$ cat config.mk
export PLATFORM = sky130hd
export DESIGN_NAME = led_strip_effect_pixel_generator
export DESIGN_NICKNAME = d
export VERILOG_FILES = /design/src/hdl/lsepg_pkg.sv /design/src/hdl/lsepg_divider.sv /design/src/hdl/led_strip_effect_pixel_generator.sv
export SDC_FILE = /design/constraint.sdc
export NUM_CORES = 1
export LEC_CHECK = 0
export BUFFER_PORTS_ARGS = -buffer_cell sky130_fd_sc_hd__buf_4
export CORE_MARGIN = 10
export CORE_UTILIZATION = 50
export CTS_BUF_LIST = sky130_fd_sc_hd__clkbuf_4
export CTS_CLUSTER_DIAMETER = 200
export DETAILED_ROUTE_END_ITERATION = 8
export PLACE_DENSITY = 0.66
export SLEW_MARGIN = 10
export SYNTH_ARGS = -nofsm -noshare
export SYNTH_HDL_FRONTEND = slang
export SYNTH_SLANG_ARGS = --single-unit
$ cat constraint.sdc
create_clock -name clk -period 11.95 [get_ports clk]
set_input_delay 2.39 -clock clk [delete_from_list [all_inputs] [get_ports clk]]
set_output_delay 2.39 -clock clk [all_outputs]
set_load 0.005 [all_outputs]
$ cat src/hdl/lsepg_pkg.sv
// ----------------------------------------------------------------------------
// LED strip effect package
// Shared beat types, register indexes and the breathing table.
// ----------------------------------------------------------------------------
package lsepg_pkg;

    typedef struct packed {
        logic [5:0]  pixel_index;
        logic        frame_start;
        logic [31:0] random_word;
    } pix_req_t;

    typedef struct packed {
        logic [7:0] red;
        logic [7:0] green;
        logic [7:0] blue;
        logic       last_pixel;
    } pix_rsp_t;

    localparam logic [2:0] REG_BASE_HUE   = 3'd0;
    localparam logic [2:0] REG_SATURATION = 3'd1;
    localparam logic [2:0] REG_BRIGHTNESS = 3'd2;
    localparam logic [2:0] REG_LIT_COUNT  = 3'd3;
    localparam logic [2:0] REG_EFFECT     = 3'd4;
    localparam logic [2:0] REG_ENABLE     = 3'd5;

    localparam logic [2:0] FX_SOLID   = 3'd0;
    localparam logic [2:0] FX_RAINBOW = 3'd1;
    localparam logic [2:0] FX_BREATHE = 3'd2;
    localparam logic [2:0] FX_CHASE   = 3'd3;
    localparam logic [2:0] FX_SPARKLE = 3'd4;

    // round(128*sin(k*pi/128)) for k = 0..64
    function automatic logic [7:0] quarter_sine(input logic [6:0] k);
        logic [7:0] q;
        case (k)
            7'd0: q = 8'd0;     7'd1: q = 8'd3;     7'd2: q = 8'd6;     7'd3: q = 8'd9;
            7'd4: q = 8'd13;    7'd5: q = 8'd16;    7'd6: q = 8'd19;    7'd7: q = 8'd22;
            7'd8: q = 8'd25;    7'd9: q = 8'd28;    7'd10: q = 8'd31;   7'd11: q = 8'd34;
            7'd12: q = 8'd37;   7'd13: q = 8'd40;   7'd14: q = 8'd43;   7'd15: q = 8'd46;
            7'd16: q = 8'd49;   7'd17: q = 8'd52;   7'd18: q = 8'd55;   7'd19: q = 8'd58;
            7'd20: q = 8'd60;   7'd21: q = 8'd63;   7'd22: q = 8'd66;   7'd23: q = 8'd68;
            7'd24: q = 8'd71;   7'd25: q = 8'd74;   7'd26: q = 8'd76;   7'd27: q = 8'd79;
            7'd28: q = 8'd81;   7'd29: q = 8'd84;   7'd30: q = 8'd86;   7'd31: q = 8'd88;
            7'd32: q = 8'd91;   7'd33: q = 8'd93;   7'd34: q = 8'd95;   7'd35: q = 8'd97;
            7'd36: q = 8'd99;   7'd37: q = 8'd101;  7'd38: q = 8'd103;  7'd39: q = 8'd105;
            7'd40: q = 8'd106;  7'd41: q = 8'd108;  7'd42: q = 8'd110;  7'd43: q = 8'd111;
            7'd44: q = 8'd113;  7'd45: q = 8'd114;  7'd46: q = 8'd116;  7'd47: q = 8'd117;
            7'd48: q = 8'd118;  7'd49: q = 8'd119;  7'd50: q = 8'd121;  7'd51: q = 8'd122;
            7'd52: q = 8'd122;  7'd53: q = 8'd123;  7'd54: q = 8'd124;  7'd55: q = 8'd125;
            7'd56: q = 8'd126;  7'd57: q = 8'd126;  7'd58: q = 8'd127;  7'd59: q = 8'd127;
            7'd60: q = 8'd127;  7'd61: q = 8'd128;  7'd62: q = 8'd128;  7'd63: q = 8'd128;
            default: q = 8'd128;
        endcase
        return q;
    endfunction

    function automatic logic [7:0] breath_factor(input logic [7:0] k);
        logic [6:0] half;
        logic [7:0] mag;
        logic [8:0] f;
        half = k[6:0];
        mag  = (half <= 7'd64) ? quarter_sine(half) : quarter_sine(7'd0 - half);
        f    = k[7] ? (9'd128 - {1'b0, mag}) : (9'd128 + {1'b0, mag});
        return f[8] ? 8'd255 : f[7:0];
    endfunction

endpackage

$ cat src/hdl/lsepg_divider.sv
// ----------------------------------------------------------------------------
// Shared restoring divider
// Unsigned 32 by 32 division, one quotient bit per cycle.
// ----------------------------------------------------------------------------
module lsepg_divider (
    input  logic        clk,
    input  logic        rst_n,
    input  logic        start,
    input  logic [31:0] dividend,
    input  logic [31:0] divisor,
    output logic        done,
    output logic [31:0] quotient,
    output logic [31:0] remainder
);

    logic [31:0] quo_reg, quo_next;
    logic [31:0] rem_reg, rem_next;
    logic [31:0] dvs_reg, dvs_next;
    logic [5:0]  cnt_reg, cnt_next;
    logic        busy_reg, busy_next;
    logic        done_reg, done_next;
    logic [32:0] trial;
    logic [32:0] shifted;

    always_comb
    begin
        quo_next  = quo_reg;
        rem_next  = rem_reg;
        dvs_next  = dvs_reg;
        cnt_next  = cnt_reg;
        busy_next = busy_reg;
        done_next = 1'b0;
        shifted   = {rem_reg, quo_reg[31]};
        trial     = shifted - {1'b0, dvs_reg};
        if (start)
        begin
            quo_next  = dividend;
            rem_next  = '0;
            dvs_next  = divisor;
            cnt_next  = 6'd32;
            busy_next = 1'b1;
        end
        else if (busy_reg)
        begin
            if (!trial[32])
            begin
                rem_next = trial[31:0];
                quo_next = {quo_reg[30:0], 1'b1};
            end
            else
            begin
                rem_next = shifted[31:0];
                quo_next = {quo_reg[30:0], 1'b0};
            end
            cnt_next = cnt_reg - 6'd1;
            if (cnt_reg == 6'd1)
            begin
                busy_next = 1'b0;
                done_next = 1'b1;
            end
        end
    end

    always_ff @(posedge clk or negedge rst_n)
    begin
        if (!rst_n)
        begin
            cnt_reg  <= '0;
            busy_reg <= 1'b0;
            done_reg <= 1'b0;
        end
        else
        begin
            cnt_reg  <= cnt_next;
            busy_reg <= busy_next;
            done_reg <= done_next;
        end
    end

    always_ff @(posedge clk)
    begin
        quo_reg <= quo_next;
        rem_reg <= rem_next;
        dvs_reg <= dvs_next;
    end

    assign done      = done_reg;
    assign quotient  = quo_reg;
    assign remainder = rem_reg;

`ifndef SYNTHESIS
    a_done_pulse: assert property (@(posedge clk) disable iff (!rst_n)
        done |=> !done) else $error("divider done held");
    a_done_idle: assert property (@(posedge clk) disable iff (!rst_n)
        done |-> !busy_reg) else $error("divider busy at done");
    a_cnt_busy: assert property (@(posedge clk) disable iff (!rst_n)
        busy_reg |-> cnt_reg != 6'd0) else $error("divider count lost");
`endif

endmodule

$ cat src/hdl/led_strip_effect_pixel_generator.sv
// ----------------------------------------------------------------------------
// LED strip effect pixel generator
// One pixel request in, one RGB beat out, under a small sequencer.
// ----------------------------------------------------------------------------
// Usage: a request beat (pixel index, frame start flag, random word) is taken
// on in_valid/in_ready and the pixel colour comes back on out_valid/out_ready.
// One beat is in flight at a time: in_ready is high only while the sequencer
// is idle and no result is waiting.
// A request for a black pixel goes straight to the output register; a gray
// one (saturation zero) skips the HSV products, and the effects add their own
// steps. The two divisions by lit_count (rainbow spread and chase head) run
// on a shared restoring divider that holds the sequencer while it runs; the
// HSV products, the breathing level and the chase /10 share one 8x8
// multiplier, one step per cycle. With out_ready high the next request is
// taken once the result has been delivered. Reset returns the configuration
// registers to their defaults and clears the frame counter. When the receiver
// stalls, the result is held in the output register; no new request is taken
// until it is delivered. The user must let configuration writes (cfg_we,
// cfg_index, cfg_data) apply only when idle; the block does not enforce it.
// ----------------------------------------------------------------------------
module led_strip_effect_pixel_generator #(
    parameter int NUM_LEDS = 60
) (
    input  logic                 clk,
    input  logic                 rst_n,
    input  logic                 in_valid,
    output logic                 in_ready,
    input  lsepg_pkg::pix_req_t  in_data,
    output logic                 out_valid,
    input  logic                 out_ready,
    output lsepg_pkg::pix_rsp_t  out_data,
    input  logic                 cfg_we,
    input  logic [2:0]           cfg_index,
    input  logic [8:0]           cfg_data
);

    localparam logic [4:0] S_IDLE  = 5'd0;
    localparam logic [4:0] S_HUE   = 5'd1;  // base_hue mod 360
    localparam logic [4:0] S_RB1   = 5'd2;  // idx*360 / lit
    localparam logic [4:0] S_RB3   = 5'd4;  // sum mod 360
    localparam logic [4:0] S_CH2   = 5'd6;  // (fc / 3) mod lit
    localparam logic [4:0] S_SP    = 5'd7;  // rnd mod 20
    localparam logic [4:0] S_BR    = 5'd8;  // level multiply
    localparam logic [4:0] S_REG   = 5'd9;  // h / 60
    localparam logic [4:0] S_REM   = 5'd10; // rem*255 / 60
    localparam logic [4:0] S_M1    = 5'd11; // s*rem
    localparam logic [4:0] S_M2    = 5'd12; // s*(255-rem)
    localparam logic [4:0] S_M3    = 5'd13; // v*(255-s)
    localparam logic [4:0] S_M4    = 5'd14; // v*(255-a)
    localparam logic [4:0] S_M5    = 5'd15; // v*(255-b)
    localparam logic [4:0] S_MAP   = 5'd16;
    localparam logic [4:0] S_DIM0  = 5'd17;
    localparam logic [4:0] S_DIM1  = 5'd18;
    localparam logic [4:0] S_DIM2  = 5'd19;
    localparam logic [4:0] S_OUT   = 5'd20;
    localparam logic [4:0] S_WAIT  = 5'd21; // divider busy

    localparam logic [8:0] NUM_LEDS_W = 9'(NUM_LEDS);
    localparam logic [8:0] LAST_IDX   = 9'(NUM_LEDS - 1);
    // x / 10 = (x * 205) >> 11 for any 8-bit x
    localparam logic [7:0] DIV10_RECIP = 8'd205;

    logic [8:0] hue_cfg_reg;
    logic [7:0] sat_reg, bri_reg;
    logic [5:0] lit_reg;
    logic [2:0] fx_reg;
    logic       en_reg;
    logic [31:0] fc_reg;
    logic [8:0]  fcm_reg;   // fc mod 360
    logic [30:0] fc3q_reg;  // fc / 3
    logic [1:0]  fc3r_reg;  // fc mod 3

    logic [4:0] st_reg, st_next;
    lsepg_pkg::pix_req_t req_reg;
    lsepg_pkg::pix_rsp_t rsp_reg;
    logic        ov_reg;
    logic [8:0]  hue_reg, hue_next;
    logic [7:0]  v_reg, v_next;
    logic [2:0]  region_reg, region_next;
    logic [7:0]  rem_reg, rem_next;
    logic [7:0]  a_reg, a_next, b_reg, b_next;
    logic [7:0]  p_reg, p_next, q_reg, q_next, t_reg, t_next;
    logic [7:0]  c0_reg, c0_next, c1_reg, c1_next, c2_reg, c2_next;
    logic [31:0] tmp_reg, tmp_next;
    logic        dim_reg, dim_next;
    logic        div_rb_reg, div_rb_next;

    logic        take;
    logic        frame_step;
    logic [2:0]  hue_region;
    logic [5:0]  hue_off;
    logic [10:0] rb_red;
    logic [9:0]  rem_x17;
    logic [6:0]  nib_sum;
    logic [4:0]  fold1, fold2;
    logic        rnd_mod20_zero;

    logic        div_start;
    logic [31:0] div_a, div_b;
    logic        div_done;
    logic [31:0] div_q, div_r;
    logic [7:0]  mul_a, mul_b;
    logic [15:0] mul_p;

    lsepg_divider u_div (
        .clk(clk), .rst_n(rst_n), .start(div_start), .dividend(div_a),
        .divisor(div_b), .done(div_done), .quotient(div_q), .remainder(div_r)
    );

    assign mul_p = mul_a * mul_b;
    assign in_ready = (st_reg == S_IDLE) && !ov_reg;
    assign take = in_valid && in_ready;
    assign frame_step = take && en_reg && in_data.frame_start;

    // 60-degree region and offset by compare and subtract
    always_comb
    begin
        if (hue_reg >= 9'd300)
        begin
            hue_region = 3'd5; hue_off = 6'(hue_reg - 9'd300);
        end
        else if (hue_reg >= 9'd240)
        begin
            hue_region = 3'd4; hue_off = 6'(hue_reg - 9'd240);
        end
        else if (hue_reg >= 9'd180)
        begin
            hue_region = 3'd3; hue_off = 6'(hue_reg - 9'd180);
        end
        else if (hue_reg >= 9'd120)
        begin
            hue_region = 3'd2; hue_off = 6'(hue_reg - 9'd120);
        end
        else if (hue_reg >= 9'd60)
        begin
            hue_region = 3'd1; hue_off = 6'(hue_reg - 9'd60);
        end
        else
        begin
            hue_region = 3'd0; hue_off = hue_reg[5:0];
        end
    end

    // rainbow sum is below 1080: at most two subtractions of 360
    always_comb
    begin
        if (tmp_reg[10:0] >= 11'd720)
            rb_red = tmp_reg[10:0] - 11'd720;
        else if (tmp_reg[10:0] >= 11'd360)
            rb_red = tmp_reg[10:0] - 11'd360;
        else
            rb_red = tmp_reg[10:0];
    end

    // rem*255/60 equals rem*17/4
    assign rem_x17 = {tmp_reg[5:0], 4'd0} + {4'd0, tmp_reg[5:0]};

    // 16 = 1 mod 5: fold the hex digits, then a value of 15 or less remains
    assign nib_sum = ({3'd0, req_reg.random_word[3:0]} + {3'd0, req_reg.random_word[7:4]})
                   + ({3'd0, req_reg.random_word[11:8]} + {3'd0, req_reg.random_word[15:12]})
                   + ({3'd0, req_reg.random_word[19:16]} + {3'd0, req_reg.random_word[23:20]})
                   + ({3'd0, req_reg.random_word[27:24]} + {3'd0, req_reg.random_word[31:28]});
    assign fold1 = {2'd0, nib_sum[6:4]} + {1'b0, nib_sum[3:0]};
    assign fold2 = {4'd0, fold1[4]} + {1'b0, fold1[3:0]};
    assign rnd_mod20_zero = (req_reg.random_word[1:0] == 2'd0)
                          && (fold2 == 5'd0 || fold2 == 5'd5 || fold2 == 5'd10
                              || fold2 == 5'd15);

    always_comb
    begin
        st_next = st_reg;
        hue_next = hue_reg; v_next = v_reg; region_next = region_reg;
        rem_next = rem_reg; a_next = a_reg; b_next = b_reg;
        p_next = p_reg; q_next = q_reg; t_next = t_reg;
        c0_next = c0_reg; c1_next = c1_reg; c2_next = c2_reg;
        tmp_next = tmp_reg; dim_next = dim_reg; div_rb_next = div_rb_reg;
        div_start = 1'b0; div_a = '0; div_b = 32'd1;
        mul_a = '0; mul_b = '0;
        case (st_reg)
            S_IDLE:
            begin
                if (take)
                begin
                    c0_next = '0; c1_next = '0; c2_next = '0; dim_next = 1'b0;
                    tmp_next = (fc_reg + {31'd0, en_reg & in_data.frame_start}) * 32'd522;
                    st_next = S_OUT;
                    if (en_reg && {3'd0, in_data.pixel_index} < NUM_LEDS_W
                        && in_data.pixel_index < lit_reg
                        && fx_reg <= lsepg_pkg::FX_SPARKLE)
                        st_next = S_HUE;
                end
            end
            S_HUE:
            begin
                hue_next = (hue_cfg_reg >= 9'd360) ? hue_cfg_reg - 9'd360 : hue_cfg_reg;
                v_next = bri_reg;
                case (fx_reg)
                    lsepg_pkg::FX_RAINBOW: st_next = S_RB1;
                    lsepg_pkg::FX_BREATHE: st_next = S_BR;
                    lsepg_pkg::FX_CHASE:   st_next = S_CH2;
                    lsepg_pkg::FX_SPARKLE: st_next = S_SP;
                    default:               st_next = S_REG;
                endcase
            end
            S_WAIT:
            begin
                if (div_done)
                begin
                    if (div_rb_reg)
                    begin
                        tmp_next = {23'd0, hue_reg} + div_q + {23'd0, fcm_reg};
                        st_next = S_RB3;
                    end
                    else
                    begin
                        dim_next = div_r[5:0] != req_reg.pixel_index;
                        st_next = S_REG;
                    end
                end
            end
            S_RB1:
            begin
                div_start = 1'b1; div_a = {26'd0, req_reg.pixel_index} * 32'd360;
                div_b = {26'd0, lit_reg}; div_rb_next = 1'b1; st_next = S_WAIT;
            end
            S_RB3:
            begin
                hue_next = rb_red[8:0]; st_next = S_REG;
            end
            S_CH2:
            begin
                div_start = 1'b1; div_a = {1'b0, fc3q_reg}; div_b = {26'd0, lit_reg};
                div_rb_next = 1'b0; st_next = S_WAIT;
            end
            S_SP:
            begin
                dim_next = !rnd_mod20_zero; st_next = S_REG;
            end
            S_BR:
            begin
                // phase = fc*522 mod 2^16; only the low 16 bits of fc matter
                mul_a = bri_reg;
                mul_b = lsepg_pkg::breath_factor(tmp_reg[15:8]);
                v_next = mul_p[15:8]; st_next = S_REG;
            end
            S_REG:
            begin
                if (sat_reg == 8'd0)
                begin
                    c0_next = v_reg; c1_next = v_reg; c2_next = v_reg;
                    st_next = S_DIM0;
                end
                else
                begin
                    region_next = hue_region;
                    tmp_next = {26'd0, hue_off};
                    st_next = S_REM;
                end
            end
            S_REM:
            begin
                rem_next = rem_x17[9:2]; st_next = S_M1;
            end
            S_M1: begin mul_a = sat_reg; mul_b = rem_reg; a_next = mul_p[15:8]; st_next = S_M2; end
            S_M2:
            begin
                mul_a = sat_reg; mul_b = 8'd255 - rem_reg; b_next = mul_p[15:8]; st_next = S_M3;
            end
            S_M3:
            begin
                mul_a = v_reg; mul_b = 8'd255 - sat_reg; p_next = mul_p[15:8]; st_next = S_M4;
            end
            S_M4:
            begin
                mul_a = v_reg; mul_b = 8'd255 - a_reg; q_next = mul_p[15:8]; st_next = S_M5;
            end
            S_M5:
            begin
                mul_a = v_reg; mul_b = 8'd255 - b_reg; t_next = mul_p[15:8]; st_next = S_MAP;
            end
            S_MAP:
            begin
                case (region_reg)
                    3'd0: begin c0_next = v_reg; c1_next = t_reg; c2_next = p_reg; end
                    3'd1: begin c0_next = q_reg; c1_next = v_reg; c2_next = p_reg; end
                    3'd2: begin c0_next = p_reg; c1_next = v_reg; c2_next = t_reg; end
                    3'd3: begin c0_next = p_reg; c1_next = q_reg; c2_next = v_reg; end
                    3'd4: begin c0_next = t_reg; c1_next = p_reg; c2_next = v_reg; end
                    default: begin c0_next = v_reg; c1_next = p_reg; c2_next = q_reg; end
                endcase
                st_next = S_DIM0;
            end
            S_DIM0:
            begin
                st_next = S_OUT;
                if (dim_reg && fx_reg == lsepg_pkg::FX_SPARKLE)
                begin
                    c0_next = {3'd0, c0_reg[7:3]};
                    c1_next = {3'd0, c1_reg[7:3]};
                    c2_next = {3'd0, c2_reg[7:3]};
                end
                else if (dim_reg && fx_reg == lsepg_pkg::FX_CHASE)
                begin
                    mul_a = c0_reg; mul_b = DIV10_RECIP;
                    c0_next = {3'd0, mul_p[15:11]}; st_next = S_DIM1;
                end
            end
            S_DIM1:
            begin
                mul_a = c1_reg; mul_b = DIV10_RECIP;
                c1_next = {3'd0, mul_p[15:11]}; st_next = S_DIM2;
            end
            S_DIM2:
            begin
                mul_a = c2_reg; mul_b = DIV10_RECIP;
                c2_next = {3'd0, mul_p[15:11]}; st_next = S_OUT;
            end
            S_OUT: st_next = S_IDLE;
            default: st_next = S_IDLE;
        endcase
    end

    always_ff @(posedge clk or negedge rst_n)
    begin
        if (!rst_n)
        begin
            hue_cfg_reg <= 9'd0; sat_reg <= 8'd255; bri_reg <= 8'd128;
            lit_reg <= 6'd10; fx_reg <= lsepg_pkg::FX_SOLID; en_reg <= 1'b1;
            fc_reg <= '0; fcm_reg <= '0; fc3q_reg <= '0; fc3r_reg <= '0;
            st_reg <= S_IDLE; ov_reg <= 1'b0;
            div_rb_reg <= 1'b0;
        end
        else
        begin
            st_reg <= st_next; div_rb_reg <= div_rb_next;
            if (cfg_we)
            begin
                case (cfg_index)
                    lsepg_pkg::REG_BASE_HUE:   hue_cfg_reg <= cfg_data;
                    lsepg_pkg::REG_SATURATION: sat_reg <= cfg_data[7:0];
                    lsepg_pkg::REG_BRIGHTNESS: bri_reg <= cfg_data[7:0];
                    lsepg_pkg::REG_LIT_COUNT:  lit_reg <= cfg_data[5:0];
                    lsepg_pkg::REG_EFFECT:     fx_reg <= cfg_data[2:0];
                    lsepg_pkg::REG_ENABLE:     en_reg <= cfg_data[0];
                    default: ;
                endcase
            end
            if (frame_step)
            begin
                fc_reg <= fc_reg + 32'd1;
                // the counter wraps to zero, which restarts both residues
                if (fc_reg == 32'hFFFF_FFFF)
                begin
                    fcm_reg <= '0; fc3q_reg <= '0; fc3r_reg <= '0;
                end
                else
                begin
                    fcm_reg <= (fcm_reg == 9'd359) ? 9'd0 : fcm_reg + 9'd1;
                    if (fc3r_reg == 2'd2)
                    begin
                        fc3r_reg <= 2'd0;
                        fc3q_reg <= fc3q_reg + 31'd1;
                    end
                    else
                        fc3r_reg <= fc3r_reg + 2'd1;
                end
            end
            if (st_reg == S_OUT)
                ov_reg <= 1'b1;
            else if (out_ready)
                ov_reg <= 1'b0;
        end
    end

    always_ff @(posedge clk)
    begin
        if (st_reg == S_IDLE && take)
            req_reg <= in_data;
        if (st_reg == S_OUT)
        begin
            rsp_reg.red <= c0_reg; rsp_reg.green <= c1_reg; rsp_reg.blue <= c2_reg;
            rsp_reg.last_pixel <= {3'd0, req_reg.pixel_index} == LAST_IDX;
        end
        hue_reg <= hue_next; v_reg <= v_next; region_reg <= region_next;
        rem_reg <= rem_next; a_reg <= a_next; b_reg <= b_next;
        p_reg <= p_next; q_reg <= q_next; t_reg <= t_next;
        c0_reg <= c0_next; c1_reg <= c1_next; c2_reg <= c2_next;
        tmp_reg <= tmp_next; dim_reg <= dim_next;
    end

    assign out_valid = ov_reg;
    assign out_data  = rsp_reg;

`ifndef SYNTHESIS
    a_busy_no_ready: assert property (@(posedge clk) disable iff (!rst_n)
        st_reg != S_IDLE |-> !in_ready) else $error("ready while busy");
    a_out_hold: assert property (@(posedge clk) disable iff (!rst_n)
        out_valid && !out_ready |=> out_valid && $stable(out_data))
        else $error("result dropped");
    a_fc_step: assert property (@(posedge clk) disable iff (!rst_n)
        !(in_valid && in_ready) |=> $stable(fc_reg)) else $error("frame count moved");
    a_fcm_range: assert property (@(posedge clk) disable iff (!rst_n)
        fcm_reg < 9'd360) else $error("frame residue out of range");
`endif

endmodule

== Word-level counts from Yosys, hierarchy flattened ==
Memory sizes are Yosys's and may differ from the RTL's. A register that Yosys moved wholly into a read port is not among the register bits.
Index checks and enable logic that the tools add are counted.

* Bitwise gates (word level): 2
* Add/sub/neg operators: 34
* Multipliers: 3
* $lt $le $gt $ge: 12
* Multiplexer cells: 81
* Reductions and logical operators: 57
* Equality and inequality tests: 49

{| class="wikitable"
|+ Operators with widths
! kind !! number
|-
| two-way mux 8 bit || 16
|-
| two-way mux 32 bit || 3
|-
| case mux 5 bit (16 select lines) || 1
|-
| case mux 8 bit (5 select lines) || 2
|-
| case mux 8 bit (3 select lines) || 3
|-
| two-way mux 16 bit || 4
|-
| case mux 8 bit (8 select lines) || 1
|-
| two-way mux 31 bit || 2
|-
| case mux 31 bit (2 select lines) || 1
|-
| two-way mux 9 bit || 6
|-
| equality test 5 x 4 -> 1 bit (second input constant) || 10
|-
| two-way mux 6 bit || 8
|-
| case mux 16 bit (3 select lines) || 1
|-
| case mux 8 bit (6 select lines) || 1
|-
| subtractor 33 x 32 -> 33 bit || 1
|-
| adder 32 x 1 -> 32 bit || 1
|-
| adder 32 x 1 -> 32 bit (second input constant) || 1
|-
| equality test 32 bit (second input constant) || 1
|-
| multiplier 32 x 9 -> 15 bit (second input constant) || 1
|-
| case mux 8 bit (4 select lines) || 1
|-
| subtractor 8 bit (first input constant) || 4
|-
| adder 31 x 1 -> 31 bit (second input constant) || 1
|-
| equality test 5 bit (second input constant) || 6
|-
| subtractor 6 bit (second input constant) || 5
|-
| 71 further kinds || 157
|}

* Memories kept: 2
* Input port bits: 56
* Register bits after elaboration: 392
* ROM bits: 1024

{| class="wikitable"
|+ Memory list
! name !! words !! bits a word !! rd ports !! clocked after Yosys merged registers in !! wr ports !! line !! source
|-
| (no name shown) || 64 || 8 || 1 || 1 || 0 || lsepg_pkg.sv:36 || <nowiki>case (k)</nowiki>
|-
| (no name shown) || 64 || 8 || 1 || 0 || 0 || lsepg_pkg.sv:36 ||
|}

== Longest topological paths before layout ==
Gate-level depths: netlist of run 1.

* Word-level depth: 13
* Mapped depth: 40
* Mapped depth without buffers: 36

== Cells and area by module ==
From an unflattened synthesis of run 1, not the netlist that was laid out.

* Cell total of the unflattened synthesis: 2806
* Area, all modules: 27881.7 sq um

{| class="wikitable"
|+ Modules (own cells, without submodules)
! module !! cells an instance !! area an instance (sq um) !! times used
|-
| led_strip_effect_pixel_generator || 2222 || 21818.4 || 1
|-
| lsepg_divider || 584 || 6063.3 || 1
|}

== Least setup slack after synthesis of run 1 ==
Ideal clock, no wire load.

* Path type: register to register
* Start: register tmp_reg[9]
* End: register a_reg[6], data pin
* Path slack: 3326 ps
* Buffers on the path: 4
* Library setup time: 287 ps
* Required time: 11663 ps
* Arrival: 8337 ps
* Cell stages (with the launch flop): 38
* Cells stage by stage: edfxtp_1 clkbuf_1 buf_2 inv_1 ha_1 buf_2 inv_1 ha_1 or2_2 buf_1 nor2_1 o21ai_0 and2_1 a21oi_1 ha_1 o21ai_0 a41o_1 nor3_1 [2 not listed] a211oi_2 a2111oi_4 or2_1 fa_1 fa_1 inv_1 fa_1 fa_1 ha_1 a21o_1 a21oi_1 o21bai_1 nor3_1 o221ai_2 a31oi_2 nor2b_1 nor3_1 nor2_1

* Longest elaborated chain between the ends: 10

{| class="wikitable"
|+ Ends and longest elaborated chain
! what !! line !! source
|-
| start, declared || led_strip_effect_pixel_generator.sv:84 || <nowiki>logic [31:0] tmp_reg, tmp_next;</nowiki>
|-
| start signal, assigned || led_strip_effect_pixel_generator.sv:388 || <nowiki>tmp_reg <= tmp_next; dim_reg <= dim_next;</nowiki>
|-
| subtractor 1 x 7 -> 7 bit || lsepg_pkg.sv:63 || <nowiki>mag = (half <= 7'd64) ? quarter_sine(half) : quarter_sine(7'd0 - half);</nowiki>
|-
| memory read (64 x 8 bit) || - ||
|-
| two-way mux 8 bit || lsepg_pkg.sv:36 ||
|-
| two-way mux 8 bit || led_strip_effect_pixel_generator.sv:179 || <nowiki>case (st_reg)</nowiki>
|-
| two-way mux 8 bit * || lsepg_pkg.sv:63 ||
|-
| adder 8 x 8 -> 9 bit / subtractor 8 x 8 -> 9 bit (equally long branches) || lsepg_pkg.sv:64 || <nowiki>f = k[7] ? (9'd128 - {1'b0, mag}) : (9'd128 + {1'b0, mag});</nowiki>
|-
| two-way mux 9 bit * || lsepg_pkg.sv:64 ||
|-
| two-way mux 8 bit * || lsepg_pkg.sv:65 || <nowiki>return f[8] ? 8'd255 : f[7:0];</nowiki>
|-
| case mux 8 bit (8 select lines) * || led_strip_effect_pixel_generator.sv:179 ||
|-
| multiplier 8 x 8 -> 16 bit * || led_strip_effect_pixel_generator.sv:110 || <nowiki>assign mul_p = mul_a * mul_b;</nowiki>
|-
| named net mul_p[14] || led_strip_effect_pixel_generator.sv:103 || <nowiki>logic [15:0] mul_p;</nowiki>
|-
| end signal, assigned || led_strip_effect_pixel_generator.sv:385 || <nowiki>rem_reg <= rem_next; a_reg <= a_next; b_reg <= b_next;</nowiki>
|-
| end, declared || led_strip_effect_pixel_generator.sv:81 || <nowiki>logic [7:0] a_reg, a_next, b_reg, b_next;</nowiki>
|}

Mark *: on every way through the listed nets, which the timed path passes. The rest lies on a longest branch. The select of a mux whose other input is x is not followed.
A chain may end at the register's enable or synchronous reset.

== Worst setup path in the final report of run 1 ==
* Start: register tmp_reg[8]
* End: register q_reg[6], data pin

* Longest elaborated chain between the ends: 10

{| class="wikitable"
|+ Ends and longest elaborated chain
! what !! line !! source
|-
| subtractor 1 x 7 -> 7 bit || lsepg_pkg.sv:63 ||
|-
| memory read (64 x 8 bit) || - ||
|-
| two-way mux 8 bit || lsepg_pkg.sv:36 ||
|-
| two-way mux 8 bit || led_strip_effect_pixel_generator.sv:179 ||
|-
| two-way mux 8 bit * || lsepg_pkg.sv:63 ||
|-
| adder 8 x 8 -> 9 bit / subtractor 8 x 8 -> 9 bit (equally long branches) || lsepg_pkg.sv:64 ||
|-
| two-way mux 9 bit * || lsepg_pkg.sv:64 ||
|-
| two-way mux 8 bit * || lsepg_pkg.sv:65 ||
|-
| case mux 8 bit (8 select lines) * || led_strip_effect_pixel_generator.sv:179 ||
|-
| multiplier 8 x 8 -> 16 bit * || led_strip_effect_pixel_generator.sv:110 ||
|-
| named net mul_p[14] || led_strip_effect_pixel_generator.sv:103 ||
|-
| end signal, assigned || led_strip_effect_pixel_generator.sv:386 || <nowiki>p_reg <= p_next; q_reg <= q_next; t_reg <= t_next;</nowiki>
|-
| end, declared || led_strip_effect_pixel_generator.sv:82 || <nowiki>logic [7:0] p_reg, p_next, q_reg, q_next, t_reg, t_next;</nowiki>
|}

Marked as above.

==> run summary, run 1 <==
Seq/Total Area, Yosys -> 0.3939
Buffer type at the clock tree root -> clkbuf_4
Category of the critical setup timing path -> reg -> reg
Least setup slack across all paths after layout -> 1.737 ns
Biggest area consumer among synthesized cells -> edfxtp_1
Top-level I/O count -> 83
Number of antenna violations at the first check in global routing -> 1
Post-place setup slack -> 1.911 ns
XOR/XNOR share of the synthesized area -> 0.06328
Clock latency of the later-clocked register in the worst-skew pair -> 0.89 ns
First-pass GRT wire length -> 110,500 µm
Final Wtd Congestion -> 0.9238
Clock network power share -> 0.434
Most area-consuming cells after synthesis -> edfxtp_1, dfrtp_1, ha_1
Data arrival, critical path -> 10.78 ns
Crit. End Element -> register
Part of the total power dissipated in combinational logic -> 0.044
Synth warn -> 0
Multi-input logic area -> 14,610 µm²
Complex-gate fraction of the synthesized area -> 0.1615
Unrepaired setup endpoints after global routing -> no
Total Routed Length -> 69,960 µm
Fraction of the mapped netlist area in adder cells -> 0.1488
Post-synth EDFFs -> 210
Average instance area after synthesis -> 9.966 µm²
Terminus of the critical flop-to-flop path -> q_reg[6]
Total net switching power -> 0.0006528 W
Synth Register Bits -> 374
Cell Rows -> 83
Net Count, Synth -> 2,920
Pwr per Cell Area -> 95.63 nW/µm²
Filler cell count in the final layout -> 4,507
Max Clock Freq -> 0.09791 GHz
Grt ovf -> 0
Required @ worst endpoint -> 12.52 ns
Number of placed instances with taps included -> 3,276
Critical Path Stages -> 35
Max FFs per register -> 38
Maximum number of pins on one net before global-route repair -> 80
Main combinational cell family by area after synthesis -> compound AO/OA/AOI/OAI gates
Static Leak -> 11.94 nW
Remaining DRCs -> 0
Min-delay worst type -> reg -> reg
Die H -> 247.9 µm
CTS tree -> built
Master of the slowest instance on the critical path -> edfxtp_1
Area taken by flip-flops and latches -> 10,230 µm²
Average vias per placed instance -> 6.010
CTS H-Tree Depth -> 3
Max-slew headroom -> 0.1071
Fin cells -> 3,463
Number of setup buffers added after CTS -> 0
Clock Sink Count -> 374
Maximum clock path buffer count -> 3
HPWL Detailed -> 51,300 µm
Post-route clock skew -> 0.08436 ns
Number of pins exceeding their max-slew limit in the final report -> 0
Worst setup path endpoint -> q_reg[6]
IR Drop Worst-Case VDD -> 0.07210 mV
Crit Reg-Reg Startpoint -> tmp_reg[8]
Cell count of the worst reg-to-reg path -> 35
Crit path buffers/inverters -> 4
Final min period -> 10.21 ns
Effective utilization at floorplan -> 0.5050
Area fraction in and, or, nand and nor cells after synthesis -> 0.1506
Number of nets in the layout -> 3,013
Area of the core -> 51,410 µm²
Number of nets with antenna violations after detailed routing -> 0
DRT Pass-1 Iters -> 6
Post-layout instance area -> 28,550 µm²
CTS buffer count -> 100
Number of instances in the synthesized netlist -> 2,605
Post-Place Cell Area -> 27,210 µm²
Fraction of layout instances using a drive strength above 1 -> 0.1495
Distinct cell type count after synthesis -> 104
Maximum fanout encountered on the critical timing path -> 27
Number of maximum-capacitance violations -> 0
Sum Neg Setup Slack -> 0 ns
Count of instances resized after the clock tree is built -> 0
Kind of start point of the critical path -> register
Status -> finished clean
Final clock period utilization by the worst path -> 0.8547
Proportion of register bits with asynchronous set or reset after synthesis -> 0.3316
Starting DRC count in detailed routing -> 1,964
Cell internal power dissipation -> 0.002078 W
Die outline width -> 247.9 µm
Multiplexer share of the synthesized area -> 0.03634
Dominant delay contributor by cell family on the critical path -> adder cells
Timing startpoint of the critical path -> tmp_reg[8]
Slack of the worst reg-to-reg path -> 1.74 ns
Post-synth top area share -> 0.2429
Vias in the first global route -> 20,240
Global-route total usage across every layer -> 0.2262
Total count of hold-check failures in the final report -> 0
Switching Share -> 0.2391
Portion of total power attributed to sequential cells -> 0.521
Final number of setup-violating endpoints -> 0
Largest stage delay on the critical path -> 0.94 ns
Relative area change from synthesis to final layout -> 9.986%
Number of port buffers -> 82
Total vias in the final route -> 20,810
Per-cell routed wire length -> 20.20 µm
Primary FF master, synth -> edfxtp_1
Post-synthesis instance area -> 25,960 µm²
Clock input transition at the sequential cells of the worst setup and hold paths -> 0.07 ns
Worst slew pin tran -> 1.339 ns
Die ar. -> 61,440 µm²
Hold buffer count at CTS -> 0
==> layout by cell type (no fill, tap or decap), types with 43 or more instances in the layout <==
| master | n |
|---|---|
| nand2_1 | 163 |
| o22ai_1 | 43 |
| nor3_1 | 53 |
| fa_1 | 83 |
| xor2_1 | 79 |
| inv_1 | 191 |
| nand3_1 | 50 |
| dfrtp_1 | 111 |
| buf_4 | 105 |
| a21oi_1 | 130 |
| edfxtp_1 | 210 |
| xnor2_1 | 103 |
| clkbuf_4 | 159 |
| mux2_2 | 44 |
| o21ai_0 | 145 |
| nor2_1 | 265 |
| ha_1 | 176 |
==> final cells by class <==
class,instances,share of cell area
diodes,1,0.00008764
clock buffers,159,0.04180
clock inverters,27,0.005127
inverters,192,0.02524
multi-input cells,1924,0.5118
flip-flops and latches,374,0.3581
well taps,680,0.02980
repair buffers,106,0.02800
==> power by group through the flow <==
stage	Combinational [W]	Sequential, W	Clock (W)
after floorplan	0.0000733	0.00143	0
after global placement	0.000117	0.00145	0
after detailed placement	0.000120	0.00145	0
after CTS	0.000121	0.00142	0.00122
after global routing	0.000132	0.00142	0.00129
final	0.000121	0.00142	0.00119
==> cell usage after synthesis (43+ instances only) <==
cell type	count
nor2_1	267
edfxtp_1	210
inv_1	191
ha_1	176
nand2_1	163
o21ai_0	145
a21oi_1	130
dfrtp_1	112
xnor2_1	103
clkbuf_1	84
fa_1	83
xor2_1	79
nor3_1	55
nand3_1	50
mux2_2	44
o22ai_1	43
==> per-layer routing <==
layer	GRT usage	vias to the layer above	wire, µm
met3	0.03870	144	5052
met4	0.09862	0	2352
met2	0.3604	877	32800
met5	0	-	0
li1	-	9654	-
met1	0.2991	10140	29750
==> cell families (layout without fill, tap and decap cells) <==
family	Yosys count	after routing
other cells	0	1
mux	80	80
flops	374	374
buf+inv	307	484
xor+xnor	185	185
compound gates	609	609
fa+ha+maj	259	259
simple gates	791	791
==> worst min path at each step <==
stage	cells after the start	slack (ns)	endpoint	start
floorplan	0	0.43	out_data[2]	c2_reg[1]
global placement	0	0.44	out_data[11]	c1_reg[2]
detailed placement	0	0.44	out_data[11]	c1_reg[2]
CTS	0	0.44	out_data[19]	c0_reg[2]
global route	0	0.45	out_data[19]	c0_reg[2]
finish	0	0.44	out_data[19]	c0_reg[2]
==> stage by stage <==
stage | total power [W] | util | hold slack (ns)
finish | 0.002731 | 0.5555 | 0.4380
floorplan | 0.001506 | - | 0.4260
global route | 0.002844 | 0.5555 | 0.4452
detailed placement | 0.001567 | 0.5293 | 0.4372
CTS | 0.002763 | 0.5554 | 0.4399
global placement | 0.001562 | 0.5293 | 0.4426
Note: power is estimated with default switching activity, not from simulation.
==> run 2: changes to the inputs <==
--- a/config.mk
+++ b/config.mk
@@ -7,11 +7,10 @@
 export LEC_CHECK = 0
 export BUFFER_PORTS_ARGS = -buffer_cell sky130_fd_sc_hd__buf_4
 export CORE_MARGIN = 10
-export CORE_UTILIZATION = 50
+export CORE_UTILIZATION = 45
 export CTS_BUF_LIST = sky130_fd_sc_hd__clkbuf_4
 export CTS_CLUSTER_DIAMETER = 200
 export DETAILED_ROUTE_END_ITERATION = 8
-export PLACE_DENSITY = 0.66
 export SLEW_MARGIN = 10
 export SYNTH_ARGS = -nofsm -noshare
 export SYNTH_HDL_FRONTEND = slang
==> run 2 against run 1 <==
Via count shrank 1.5%. Count of clock-buffer cells in the layout grew 9. Core utilization shrank 4.9 points. Critical path depth shrank 3. Critical endpoint unchanged.
==> run summary, run 2 (synthesized netlist as in run 1, its figures left out) <==
CTS buffer count -> 104
Number of nets with antenna violations after detailed routing -> 0
Number of port buffers -> 82
First-pass GRT wire length -> 112,100 µm
Cell Rows -> 87
Number of setup buffers added after CTS -> 0
Static Leak -> 12.00 nW
Top-level I/O count -> 83
Post-route clock skew -> 0.07727 ns
DRT Pass-1 Iters -> 6
Total count of hold-check failures in the final report -> 0
Vias in the first global route -> 20,170
Worst slew pin tran -> 1.249 ns
Crit Reg-Reg Startpoint -> tmp_reg[9]
Clock input transition at the sequential cells of the worst setup and hold paths -> 0.06 ns
Final clock period utilization by the worst path -> 0.8546
Clock Sink Count -> 374
Area of the core -> 56,710 µm²
Most frequent cells in the layout -> nor2_1, edfxtp_1, inv_1
IR Drop Worst-Case VDD -> 0.08338 mV
Die ar. -> 67,700 µm²
CTS H-Tree Depth -> 3
Hold_sp -> c2_reg[2]
Total Routed Length -> 70,550 µm
Count of instances resized after the clock tree is built -> 0
Maximum clock path buffer count -> 3
HPWL Detailed -> 51,980 µm
Die H -> 260.2 µm
Relative area change from synthesis to final layout -> 10.55%
Effective utilization at floorplan -> 0.4578
Starting DRC count in detailed routing -> 1,845
Max FFs per register -> 38
Global-route total usage across every layer -> 0.2062
Status -> finished clean
Final number of setup-violating endpoints -> 0
Unrepaired setup endpoints after global routing -> no
Pwr per Cell Area -> 95.34 nW/µm²
CTS tree -> built
Per-cell routed wire length -> 19.87 µm
Data arrival, critical path -> 10.77 ns
Average vias per placed instance -> 5.772
Total vias in the final route -> 20,500
Number of nets in the layout -> 3,021
Number of maximum-capacitance violations -> 0
Category of the critical setup timing path -> reg -> reg
Slack of the worst reg-to-reg path -> 1.74 ns
Final Wtd Congestion -> 0.9082
Hold buffer count at CTS -> 0
Master of the slowest instance on the critical path -> xor2_1
Maximum number of pins on one net before global-route repair -> 72
Kind of start point of the critical path -> register
Number of antenna violations at the first check in global routing -> 3
Largest stage delay on the critical path -> 0.90 ns
Buffer type at the clock tree root -> clkbuf_4
Grt ovf -> 0
Die outline width -> 260.2 µm
Sum Neg Setup Slack -> 0 ns
Timing startpoint of the critical path -> tmp_reg[9]
Required @ worst endpoint -> 12.51 ns
Maximum fanout encountered on the critical timing path -> 21
Cell occurring most often along the worst timing path -> fa_1
Max Clock Freq -> 0.09792 GHz
Most common cell after layout, fill and taps aside -> nor2_1
Number of placed instances with taps included -> 3,356
Number of pins exceeding their max-slew limit in the final report -> 0
Remaining DRCs -> 0
Min-delay worst type -> reg -> reg
Crit. End Element -> register
Clock latency of the later-clocked register in the worst-skew pair -> 0.87 ns
Fin cells -> 3,551
Max-slew headroom -> 0.1652
Final min period -> 10.21 ns
Fraction of layout instances using a drive strength above 1 -> 0.1532
run 2: cell types whose count changed in the layout (fill, tap and decap cells not counted):
cell,delta
buf_4,+4
bufinv_16,-1
clkbuf_4,+9
clkinv_1,-3
clkinv_2,+2
clkinv_4,+1
clkinvlp_4,-1
diode_2,+1
inv_2,+1
inv_6,-1
nor4bb_1,+2
nor4bb_2,-2
run 2: worst max-delay path, delay by kind of cell (launching register included):
kind	cells	cell delay (ns)
AO/OA/AOI/OAI	11	2.41
XOR/XNOR	2	1.03
adder cells (fa/ha/maj)	7	3.05
buffers and inverters	3	0.46
flip-flops	1	0.68
AND/OR/NAND/NOR	9	2.26
run 2: layout make-up:
class                           instances  area [µm²]
Fill cell                            5185       28010
Sequential cell                       374       10230
Timing Repair Buffer                  110       829.5
Clock inverter                         25       111.4
Clock buffer                          168        1261
Multi-Input combinational cell       1924       14600
Tap cell                              756       945.9
Antenna cell                            2       5.005
Inverter                              192       720.7
run 2: metrics by stage:
| stage | area (µm²) | setup slack (ns) | total power [W] | util | hold WS, ns |
|---|---|---|---|---|---|
| 2_1_floorplan | 25960 | 3.326 | 0.001506 | - | 0.4260 |
| 3_3_place_gp | 27320 | 2.141 | 0.001565 | 0.4818 | 0.4418 |
| 3_5_place_dp | 27320 | 1.836 | 0.001568 | 0.4818 | 0.4537 |
| 4_1_cts | 28700 | 1.787 | 0.002774 | 0.5060 | 0.4656 |
| 5_1_grt | 28700 | 1.015 | 0.002862 | 0.5061 | 0.4863 |
| 6_report | 28700 | 1.738 | 0.002736 | 0.5061 | 0.4626 |
run 2: power breakdown:
group          internal [W]  total, W  switching (W)
registers           0.00139   0.00142      0.0000308
logic             0.0000616  0.000122      0.0000602
clock network      0.000635   0.00119       0.000557
run 2: per-layer routing:
metal | up-vias | GRT usage | share of wire
li1 | 9648 | - | -
met2 | 697 | 0.3348 | 0.47
met1 | 10020 | 0.2714 | 0.44
met5 | - | 0 | 0
met3 | 129 | 0.03728 | 0.063
met4 | 0 | 0.07492 | 0.025
run 2: path summary, 6_finish.rpt:
check | to | cells past startpoint
max in group asynchronous | bri_reg[4] | 2
worst min register to register | out_data[3] | 0
worst max register to register | q_reg[6] | 32
worst min-delay path | out_data[3] | 0
min in group asynchronous | fc3q_reg[22] | 1
worst max-delay path | q_reg[6] | 32
==> run 3: changes to the inputs <==
--- a/config.mk
+++ b/config.mk
@@ -5,6 +5,7 @@
 export SDC_FILE = /design/constraint.sdc
 export NUM_CORES = 1
 export LEC_CHECK = 0
+export ABC_AREA = 1
 export BUFFER_PORTS_ARGS = -buffer_cell sky130_fd_sc_hd__buf_4
 export CORE_MARGIN = 10
 export CORE_UTILIZATION = 45
==> run 3 against run 2 <==
First-iteration DRC count decreased by 22%. Sequential power about the same. Maximum frequency increased by 28%. Core utilization increased by 0.12 points. Register-to-register slack improved by 2.3 ns. Critical path type unchanged. Largest power group unchanged.
==> run summary, run 3 <==
Post-place setup slack -> 4.009 ns
Highest layer used for signal routing -> met4
Post-layout utilization of the core -> 0.5072
Number of setup buffers added after CTS -> 0
Most common cell after layout, fill and taps aside -> nand2_1
Number of pins exceeding their max-slew limit in the final report -> 0
Cell with the most instances after synthesis -> nand2_1
Die outline width -> 258.5 µm
Number of nets in the layout -> 3,509
Buffer type at the clock tree root -> clkbuf_4
Number of instances in the synthesized netlist -> 3,027
Master of the slowest instance on the critical path -> fa_1
Most frequent cells in the layout -> nand2_1, inv_1, nor2_1
Most area-consuming cells after synthesis -> edfxtp_1, dfrtp_1, ha_1
Crit. End Element -> register
Met2 wire length -> 34,560 µm
Cell Rows -> 87
Starting DRC count in detailed routing -> 1,436
Worst slew pin tran -> 1.022 ns
CTS H-Tree Depth -> 3
Pwr per Cell Area -> 96.65 nW/µm²
Number of maximum-capacitance violations -> 0
Primary FF master, synth -> edfxtp_1
Clock latency of the later-clocked register in the worst-skew pair -> 0.88 ns
Unrepaired setup endpoints after global routing -> no
Min-delay worst type -> reg -> reg
Post-synth top area share -> 0.2464
Required @ worst endpoint -> 12.58 ns
Fraction of layout instances using a drive strength above 1 -> 0.1260
Commonest cells post-synth -> nand2_1, inv_1, nor2_1
Number of antenna violations at the first check in global routing -> 3
Sum Neg Setup Slack -> 0 ns
Final min period -> 7.953 ns
Clock Sink Count -> 374
Post-synth EDFFs -> 210
Max FFs per register -> 38
CTS buffer count -> 104
Distinct cell type count after synthesis -> 72
Number of port buffers -> 82
Maximum number of pins on one net before global-route repair -> 69
Total vias in the final route -> 21,850
Grt ovf -> 0
Max-slew headroom -> 0.3161
Kind of start point of the critical path -> register
Average instance area after synthesis -> 8.453 µm²
IR Drop Worst-Case VDD -> 0.06975 mV
Die H -> 258.5 µm
Proportion of register bits with asynchronous set or reset after synthesis -> 0.3316
Final clock period utilization by the worst path -> 0.6655
Category of the critical setup timing path -> reg -> reg
Filler cell count in the final layout -> 5,458
CTS tree -> built
Post-route clock skew -> 0.08516 ns
Final Wtd Congestion -> 0.9170
Max Clock Freq -> 0.1257 GHz
Cell count of the worst reg-to-reg path -> 38
Number of nets with antenna violations after detailed routing -> 0
Static Leak -> 13.27 nW
Synth warn -> 0
Clock input transition at the sequential cells of the worst setup and hold paths -> 0.07 ns
Die ar. -> 66,800 µm²
Vias in the first global route -> 21,920
Least setup slack across all paths after layout -> 3.997 ns
Post-synthesis instance area -> 25,590 µm²
Per-cell routed wire length -> 17.93 µm
Maximum fanout encountered on the critical timing path -> 13
Relative area change from synthesis to final layout -> 11.77%
Global-route total usage across every layer -> 0.2159
Met1 Wirelength -> 31,260 µm
Area of the core -> 56,390 µm²
First-pass GRT wire length -> 116,400 µm
Met3 wirelength from detailed routing -> 4616 µm
Effective utilization at floorplan -> 0.4538
Count of instances resized after the clock tree is built -> 0
Net Count, Synth -> 3,342
Cell occurring most often along the worst timing path -> nand2_1
Status -> finished clean
Biggest area consumer among synthesized cells -> edfxtp_1
Largest stage delay on the critical path -> 0.55 ns
Average vias per placed instance -> 5.401
Seq/Total Area, Yosys -> 0.3996
Data arrival, critical path -> 8.59 ns
Maximum clock path buffer count -> 3
Remaining DRCs -> 0
DRT Pass-1 Iters -> 7
Synth Register Bits -> 374
Top-level I/O count -> 83
Worst hold path cell count -> 0
Final number of setup-violating endpoints -> 0
HPWL Detailed -> 55,160 µm
Hold buffer count at CTS -> 0
Total count of hold-check failures in the final report -> 0
Total Routed Length -> 72,540 µm
==> run 3: logic make-up after synthesis <==
kind of cell             Yosys count  share of synthesized area
flip-flops                       374                     0.3996
adder cells (fa/ha/maj)          259                     0.1510
AO/OA/AOI/OAI                    548                     0.1270
multiplexers                       1                  0.0004400
AND/OR/NAND/NOR                 1170                     0.2026
buffers and inverters            583                    0.08689
XOR/XNOR                          92                    0.03252
==> run 3: final cells by class <==
type / count / area (µm²) / area share
Clock inverter: 27 / 153.9 / 0.005381
Antenna cell: 4 / 10.01 / 0.0003500
Multi-Input combinational cell: 2070 / 13160 / 0.4603
Timing Repair Buffer: 107 / 803.3 / 0.02809
Tap cell: 756 / 945.9 / 0.03307
Inverter: 537 / 2016 / 0.07048
Clock buffer: 171 / 1284 / 0.04488
Sequential cell: 374 / 10220 / 0.3575
==> run 3: worst paths after layout <==
kind	slack, ns	from	to
max	4.00	tmp_reg[8]	c0_reg[2]
min reg2reg	0.44	c0_reg[0]	out_data[17]
min in group asynchronous	1.66	rst_n	lit_reg[2]
max reg2reg	4.00	tmp_reg[8]	c0_reg[2]
max in group asynchronous	8.90	rst_n	fcm_reg[0]
min	0.44	c0_reg[0]	out_data[17]
==> run 3: worst max-delay path, delay by kind of cell, from the launching register on <==
kind | cells | cell delay (ns)
flops | 1 | 0.54
compound gates | 7 | 0.99
buf+inv | 7 | 0.91
simple gates | 17 | 2.17
fa+ha+maj | 7 | 3.17
==> run 3: metal layers <==
metal | vias up | GRT usage
met2 | 782 | 0.3600
met5 | - | 0
met4 | 0 | 0.08071
met1 | 10420 | 0.2800
li1 | 10500 | -
met3 | 150 | 0.03265
==> run 3: stage by stage <==
| stage | cell area [µm²] | power [W] | instances | hold WS (ns) |
|---|---|---|---|---|
| 2_1_floorplan | 25590 | 0.001483 | 3027 | 0.4268 |
| 3_3_place_gp | 27150 | 0.001538 | 3844 | 0.4353 |
| 3_5_place_dp | 27150 | 0.001541 | 3844 | 0.4356 |
| 4_1_cts | 28590 | 0.002801 | 4042 | 0.4421 |
| 5_1_grt | 28600 | 0.002895 | 4046 | 0.4642 |
| 6_report | 28600 | 0.002764 | 4046 | 0.4411 |
==> run 3: power breakdown <==
part | leakage, nW | internal, W | total, W | switching, W
clock | 0.861 | 0.000669 | 0.00125 | 0.000579
combinational | 8.87 | 0.0000404 | 0.000105 | 0.0000647
sequential | 3.54 | 0.00139 | 0.00141 | 0.0000256
total | 13.3 | 0.00209 | 0.00276 | 0.000670
